File: src/mhtq_pkg.sv
`timescale 1ns / 1ps
// ----------------------------------------------------------------------------
// mhtq_pkg
// shared types and codes of the min-heap timer queue
// ----------------------------------------------------------------------------
package mhtq_pkg;

	localparam int MAX_FIRE = 32;   // fired results per tick request
	localparam int FIRE_W   = 6;
	localparam int MAX_HND  = 32;   // handle field is five bits

	localparam logic [1:0] OP_ADD    = 2'd0;
	localparam logic [1:0] OP_CANCEL = 2'd1;
	localparam logic [1:0] OP_TICK   = 2'd2;
	localparam logic [1:0] OP_NONE   = 2'd3;

	localparam logic [1:0] KIND_ADD    = 2'd0;
	localparam logic [1:0] KIND_CANCEL = 2'd1;
	localparam logic [1:0] KIND_FIRED  = 2'd2;

	localparam logic [1:0] ST_OK          = 2'd0;
	localparam logic [1:0] ST_BAD_TIMEOUT = 2'd1;
	localparam logic [1:0] ST_FULL        = 2'd2;
	localparam logic [1:0] ST_NO_HANDLE   = 2'd3;

	typedef struct packed {
		logic [1:0]  op;
		logic        bad_timeout;
		logic [31:0] now;
		logic [30:0] timeout;
		logic [4:0]  handle;
		logic [31:0] tag;
	} cmd_t;

	typedef struct packed {
		logic [1:0]  kind;
		logic [1:0]  status;
		logic [4:0]  handle;
		logic [31:0] tag;
		logic [30:0] period;
		logic        last;
	} res_t;

	typedef struct packed {
		logic [32:0] expiry;
		logic [4:0]  handle;
	} heap_ent_t;

endpackage

File: src/mhtq_front.sv
`timescale 1ns / 1ps
// ----------------------------------------------------------------------------
// mhtq_front
// accepts requests, classifies them and queues them for the heap engine
// ----------------------------------------------------------------------------
module mhtq_front (
	input  logic             clk,
	input  logic             arst_n,
	input  logic             s_axis_tvalid,
	output logic             s_axis_tready,
	input  logic [103:0]     s_axis_tdata,
	input  logic [1:0]       s_axis_tuser,
	output logic             cmd_valid,
	input  logic             cmd_ready,
	output mhtq_pkg::cmd_t   cmd
);

	mhtq_pkg::cmd_t q_q [2];
	mhtq_pkg::cmd_t in_cmd;
	logic           wr_q;
	logic           rd_q;
	logic [1:0]     cnt_q;
	logic           enq;
	logic           deq;

	assign s_axis_tready = (cnt_q != 2'd2);
	assign cmd_valid     = (cnt_q != 2'd0);
	assign cmd           = q_q[rd_q];
	assign deq           = cmd_valid && cmd_ready;
	// unused operation code produces nothing, so it never enters the queue
	assign enq = s_axis_tvalid && s_axis_tready && (s_axis_tuser != mhtq_pkg::OP_NONE);

	always_comb begin
		in_cmd.op          = s_axis_tuser;
		in_cmd.now         = s_axis_tdata[31:0];
		in_cmd.timeout     = s_axis_tdata[62:32];
		in_cmd.handle      = s_axis_tdata[67:63];
		in_cmd.tag         = s_axis_tdata[99:68];
		in_cmd.bad_timeout = (s_axis_tdata[62:32] == 31'd0);
	end

	always_ff @(posedge clk or negedge arst_n) begin
		if (!arst_n) begin
			wr_q  <= 1'b0;
			rd_q  <= 1'b0;
			cnt_q <= 2'd0;
		end else begin
			if (enq) begin
				wr_q <= ~wr_q;
			end
			if (deq) begin
				rd_q <= ~rd_q;
			end
			if (enq && !deq) begin
				cnt_q <= cnt_q + 2'd1;
			end else if (!enq && deq) begin
				cnt_q <= cnt_q - 2'd1;
			end
		end
	end

	always_ff @(posedge clk) begin
		if (enq) begin
			q_q[wr_q] <= in_cmd;
		end
	end

endmodule

File: config.mk
export PLATFORM = sky130hd
export DESIGN_NAME = mhtq_front
export DESIGN_NICKNAME = d
export VERILOG_FILES = /design/src/mhtq_pkg.sv /design/src/mhtq_front.sv
export SDC_FILE = /design/constraint.sdc
export NUM_CORES = 1
export LEC_CHECK = 0
export BUFFER_PORTS_ARGS = -buffer_cell sky130_fd_sc_hd__buf_2
export CAP_MARGIN = 20
export CORE_ASPECT_RATIO = 1.4
export CORE_UTILIZATION = 56
export CTS_CLUSTER_DIAMETER = 100
export CTS_CLUSTER_SIZE = 25
export DETAILED_ROUTE_END_ITERATION = 8
export GPL_ROUTABILITY_DRIVEN = 0
export PLACE_DENSITY_LB_ADDON = 0.12
export SYNTH_ARGS = -nofsm -noshare
export SYNTH_HDL_FRONTEND = slang
export SYNTH_SLANG_ARGS = --single-unit
export TNS_END_PERCENT = 1
File: constraint.sdc
create_clock -name clk -period 8.5 [get_ports clk]
set_input_delay 1.7 -clock clk [delete_from_list [all_inputs] [get_ports clk]]
set_output_delay 1.7 -clock clk [all_outputs]
set_load 0.1 [all_outputs]
==> out/qor.csv, run 1 <==
stage,metric,value,unit
die,io_pins,215,
yosys,yosysTopAreaCell,sky130_fd_sc_hd__edfxtp_1,
final_layout,fin_cells,757,
clock_network,cts.root.buffer_cell,sky130_fd_sc_hd__clkbuf_16,
yosys,synth_sequential_area_ratio,0.791,
setup_path,timing.critical_path.fanout_max,53,
grt,grt_first_pass_wirelength,19.0,mm
drt,post_drt_wl_per_cell,17.5,µm
drt,detail_route.iter0.violations,173,
status,status,"complete, no violations",
setup_path,worst_setup_path_end_kind,output pin,
yosys,post-synth-top-area-fraction,0.778,
yosys,syn_area_per_cell,22.6,µm²
grt,grt_start_max_net_pins,78,
setup_path,critical-path-slowest-cell,sky130_fd_sc_hd__dfrtp_4,
clock_network,largest_buffer_count_on_any_clock_path,3,
place,dpl.cell_count,737,
clock_network,number_of_sinks_handled_by_clock_tree_synthesis,210,
place,placed_instance_area,0.00915,mm²
drt,via_count,3894,
setup_path,slowest_delay,0.97,ns
timing,finClkSkew,0.0294,ns
die,fp.dieArea,0.0147,mm²
clock_network,path_clk_slew,0.09,ns
die,floorplan.initialDensity,0.571,
timing,hold_viol_final,0,
setup_path,crit_path_cell_trace,buf_4 > mux2_2 > buf_2,
yosys,net_count_after_synthesis,462,
drt,drc,0,
setup_path,setup.worst_path.class,reg -> out,
timing,transition_time_at_the_pin_with_the_least_slew_margin,1.02,ns
final_layout,post-route-cell-area,0.00952,mm²
clock_network,clkLatencyLatePin,0.47,ns
place,io_buffers,210,
drt,dr_pass1_iterations,5,
timing,final.setup.tns,0,ns
grt,grt_antenna_before_repair,0,
clock_network,numCtsBuffers,12,
final_layout,final_net_count,677,
timing,layout_worst_path_cycle_share,0.557,
die,floorplan.core_area,0.0139,mm²
grt,track_usage,0.174,
grt,globalRoute.totalOverflow,0,
timing,report.final.slew_viol_count,0,
timing,hold_slack,0.513,ns
final_layout,layout.cells.most_common_list,"sky130_fd_sc_hd__buf_2 (210), sky130_fd_sc_hd__edfxtp_1 (206), sky130_fd_sc_hd__mux2_4 (60)",
grt,first_global_vias,3894,
die,die_outline_height,143,µm
clock_network,post_cts.resized_instances,0,
timing,rsz0062_at_grt,false,
timing,slew-limit-headroom,0.318,
clock_network,post_cts_hold_buffer_count,0,
job,max_cap_viol_count,0,
timing,clock.fmax,0.211,GHz
final_layout,area_growth_syn_to_layout,19.7,%
drt,wl,13.2,mm
yosys,ys_seq_elements,210,
clock_network,clock_tree_from_tritoncts,built,
setup_path,critPathArrivalTime,3.03,ns
die,floorplan.die.width,103,µm
yosys,post_synth_num_cell_types,20,
clock_network,cts.repair_timing.setup_buffer_count,0,
final_layout,antennaDiodeCount,0,
place,dp.final_hpwl,8.84,mm
die,fp-row-count,51,
final_layout,layout.cells.most_common,sky130_fd_sc_hd__buf_2,
yosys,yosysWarnings,0,
drt,avgViaCountPerCell,5.14,
worst_hold_path,class_of_the_tightest_hold_or_removal_check,reg -> reg,
drt,detail_route_antenna_nets,0,
final_layout,post_route_cells_drive_above_1_share,0.584,
timing,post_layout_minimum_cycle_time,4.73,ns
setup_path,required_time_of_the_worst_setup_path,6.80,ns
clock_network,clock_tree.htree_level_count,1,
yosys,synthTopCellsByArea,"sky130_fd_sc_hd__edfxtp_1 (78%), sky130_fd_sc_hd__mux2_4 (11%), sky130_fd_sc_hd__mux2_2 (6.1%), sky130_fd_sc_hd__dfrtp_1 (1.3%), sky130_fd_sc_hd__buf_6 (0.99%)",
timing,setup_viol_count_final,0,
yosys,syn-instance-count,351,
yosys,syn-cell-area,0.00795,mm²
setup_path,worst_setup_path_start_kind,flop,
-- critical path, delay by kind of cell, from the launching register on --
kind,cells,cell delay [ns]
multiplexers,1,0.31
flip-flops,1,0.97
buffers and inverters,2,1.27
-- sequential cells by signal, indices dropped and copies added (netlist names) --
signal / cells
wr_q: 1
cnt_q: 2
q_q: 206
rd_q: 1
-- cells in the mapped netlist, drive strengths merged --
cell type  instances
dfrtp              4
xnor2              3
nand2              2
nor3               1
edfxtp           206
nand3              1
buf               12
xor2               2
nand4              2
nor4               7
and2               1
or2                1
ha                 1
nor2               3
nand2b             1
inv                1
mux2             103
-- kinds of logic after synthesis --
kind of cell  synth area share
xor+xnor               0.00551
fa+ha+maj              0.00157
buf+inv                 0.0148
flops                    0.791
mux                      0.174
simple gates            0.0131
-- cell type report --
| cell class | instances | area (µm²) |
|---|---|---|
| flip-flops and latches | 210 | 6290 |
| fillers | 982 | 4390 |
| multi-input cells | 128 | 1560 |
| repair buffers | 213 | 1070 |
| clock buffers | 19 | 348 |
| well taps | 185 | 231 |
| clock inverters | 1 | 16.3 |
| inverters | 1 | 3.75 |
-- path summary, 6_finish.rpt --
kind / start / endpoint / slack (ns) / cells past startpoint
setup / recovery: rd_q$_DFFE_PN0P_ / cmd[86] / 3.77 / 3
max in group asynchronous: arst_n / wr_q$_DFFE_PN0P_ / 7.34 / 1
hold reg to reg: cnt_q[1]$_DFFE_PN0P_ / cnt_q[1]$_DFFE_PN0P_ / 0.51 / 1
setup reg to reg: cnt_q[0]$_DFFE_PN0P_ / q_q[0][76]$_DFFE_PP_ / 5.77 / 4
hold / removal: cnt_q[1]$_DFFE_PN0P_ / cnt_q[1]$_DFFE_PN0P_ / 0.51 / 1
min in group asynchronous: arst_n / cnt_q[1]$_DFFE_PN0P_ / 1.03 / 1
-- per-stage QoR --
step / util / setup slack [ns]
6_report: 0.684 / 3.77
5_1_grt: 0.684 / 3.60
4_1_cts: 0.684 / 3.70
3_5_place_dp: 0.658 / 4.20
3_3_place_gp: 0.658 / 4.24
2_1_floorplan: - / 1.69
-- metal layers --
metal,routed length [µm],global-route usage,part of all wire,vias to the layer above
li1,-,-,-,1817
met1,4740,0.186,0.36,1922
met2,7220,0.325,0.55,138
met3,1050,0.0548,0.079,17
met4,215,0.0474,0.016,0
met5,0,0,0,-
Power of run 1 is not shown: default switching activity piles up to over one toggle a cycle in this logic, so the estimate is an artifact.
==> inputs of run 2 (changes only) <==
--- a/config.mk
+++ b/config.mk
@@ -8,7 +8,7 @@
 export BUFFER_PORTS_ARGS = -buffer_cell sky130_fd_sc_hd__buf_2
 export CAP_MARGIN = 20
 export CORE_ASPECT_RATIO = 1.4
-export CORE_UTILIZATION = 56
+export CORE_UTILIZATION = 52
 export CTS_CLUSTER_DIAMETER = 100
 export CTS_CLUSTER_SIZE = 25
 export DETAILED_ROUTE_END_ITERATION = 8
==> constraint.sdc (replaced) <==
create_clock -name clk -period 4.4 [get_ports clk]
set_input_delay 0.88 -clock clk [delete_from_list [all_inputs] [get_ports clk]]
set_output_delay 0.88 -clock clk [all_outputs]
set_load 0.1 [all_outputs]
==> out/qor.csv, run 2 (synthesis gave the netlist of run 1 again) <==
stage,metric,value,unit
status,status,"complete, no violations",
clock_network,path_clk_slew,0.09,ns
final_layout,post_route_cells_drive_above_1_share,0.588,
die,fp-row-count,53,
grt,grt_antenna_before_repair,4,
drt,via_count,3895,
setup_path,setup.worst_path.class,reg -> out,
setup_path,worst-r2r-cell-count,5,
final_layout,final_core_utilization,0.638,
clock_network,clock_tree_from_tritoncts,built,
drt,post_drt_wl_per_cell,17.7,µm
grt,track_usage,0.166,
setup_path,crit_path_cell_trace,buf_4 > mux2_2 > buf_2,
setup_path,worst_setup_path_start_kind,flop,
setup_path,worst-r2r-setup-slack,2.27,ns
final_layout,footprint_of_the_multi_input_gates,0.00156,mm²
grt,grt_start_max_net_pins,65,
setup_path,critical-path-slowest-cell,sky130_fd_sc_hd__dfrtp_4,
setup_path,timing.critical_path.fanout_max,37,
clock_network,post_cts_hold_buffer_count,0,
die,floorplan.die.width,106,µm
place,dpl.cell_count,746,
timing,finClkSkew,0.0120,ns
final_layout,layout.cells.most_common_list,"sky130_fd_sc_hd__buf_2 (210), sky130_fd_sc_hd__edfxtp_1 (206), sky130_fd_sc_hd__mux2_4 (60)",
final_layout,max_flop_register,q_q,
drt,detail_route_antenna_nets,0,
timing,report.final.slew_viol_count,0,
drt,wl,13.6,mm
timing,hold_slack,0.211,ns
clock_network,post_cts.resized_instances,0,
setup_path,worst_setup_path_end_kind,output pin,
grt,first_global_vias,4143,
final_layout,area_growth_syn_to_layout,20.3,%
clock_network,largest_buffer_count_on_any_clock_path,3,
job,max_cap_viol_count,0,
final_layout,number_of_flip_flops_under_the_largest_register_name,206,
final_layout,final_net_count,679,
timing,setup_viol_count_final,0,
timing,rsz0062_at_grt,false,
setup_path,crit-reg2reg-capture,q_q[1][23]$_DFFE_PP_,
clock_network,cts.root.buffer_cell,sky130_fd_sc_hd__clkbuf_16,
place,io_buffers,210,
final_layout,layout.cells.most_common,sky130_fd_sc_hd__buf_2,
die,io_pins,215,
setup_path,worst_path_dominant_cell_family,flip-flops,
timing,layout_worst_path_cycle_share,0.764,
grt,grt_first_pass_wirelength,20.1,mm
timing,clock.fmax,0.298,GHz
final_layout,fin_cells,767,
drt,detail_route.iter0.violations,179,
clock_network,number_of_sinks_handled_by_clock_tree_synthesis,210,
setup_path,critical_path.reg2reg.startpoint,cnt_q[0]$_DFFE_PN0P_,
setup_path,critPathArrivalTime,2.48,ns
final_layout,biggestRegsByFlops,"q_q: 206 flops, cnt_q: 2 flops",
drt,dr_pass1_iterations,4,
clock_network,clkLatencyLatePin,0.46,ns
timing,slew-limit-headroom,0.420,
clock_network,cts.repair_timing.setup_buffer_count,0,
clock_network,numCtsBuffers,12,
final_layout,filler_cell_count,1125,
setup_path,slowest_delay,0.86,ns
place,pre_cts_slack,1.49,ns
worst_hold_path,class_of_the_tightest_hold_or_removal_check,in -> async,
final_layout,regArea,0.00629,mm²
setup_path,required_time_of_the_worst_setup_path,3.52,ns
timing,transition_time_at_the_pin_with_the_least_slew_margin,0.870,ns
timing,hold_viol_final,0,
place,dp.final_hpwl,8.84,mm
die,floorplan.initialDensity,0.530,
clock_network,clock_tree.htree_level_count,1,
die,fp.dieArea,0.0158,mm²
timing,timing.final.ws_setup,1.04,ns
setup_path,timing.critical_path.buf_inv,2,
grt,globalRoute.totalOverflow,0,
die,die_outline_height,148,µm
timing,post_layout_minimum_cycle_time,3.36,ns
drt,drc,0,
drt,avgViaCountPerCell,5.08,
die,floorplan.core_area,0.0150,mm²
run 2: changes by cell type in the layout (fill, tap and decap cells not counted), sizes merged:
cell,delta
diode,+4
buf,+2
clkbuf,-3
run 2: routing by layer:
layer  wire length [µm]  up-vias  global-route usage  part of all wire
met3               1010       16              0.0451             0.074
met1               4920     1931               0.178              0.36
met2               7400      132               0.313              0.55
met5                  0        -                   0                 0
met4                235        0              0.0521             0.017
li1                   -     1816                   -                 -
run 2: worst max-delay path by stage:
| stage | startpoint | to | slack [ns] | depth (start not counted) |
|---|---|---|---|---|
| floorplan | cnt_q[0]$_DFFE_PN0P_ | q_q[1][0]$_DFFE_PP_ | -0.15 | 4 |
| global placement | rd_q$_DFFE_PN0P_ | cmd[16] | 1.52 | 3 |
| detailed placement | rd_q$_DFFE_PN0P_ | cmd[87] | 1.49 | 3 |
| CTS | rd_q$_DFFE_PN0P_ | cmd[87] | 0.99 | 3 |
| global route | rd_q$_DFFE_PN0P_ | cmd[16] | 0.91 | 3 |
| finish | rd_q$_DFFE_PN0P_ | cmd[87] | 1.04 | 3 |
run 2: layout make-up:
class                   count  share of cell area
inverters                   1            0.000392
multi-input cells         128               0.163
clock buffers              16              0.0352
clock inverters             1             0.00170
flip-flops and latches    210               0.658
well taps                 192              0.0251
repair buffers            215               0.116
diodes                      4             0.00105
run 2: through the flow:
stage | instance area (µm²) | TNS, ns
after global placement | 9200 | 0
after CTS | 9560 | 0
after detailed placement | 9200 | 0
final | 9570 | 0
after floorplan | 7960 | -15.24
after global routing | 9560 | 0
Power of run 2 is left out for the same reason.
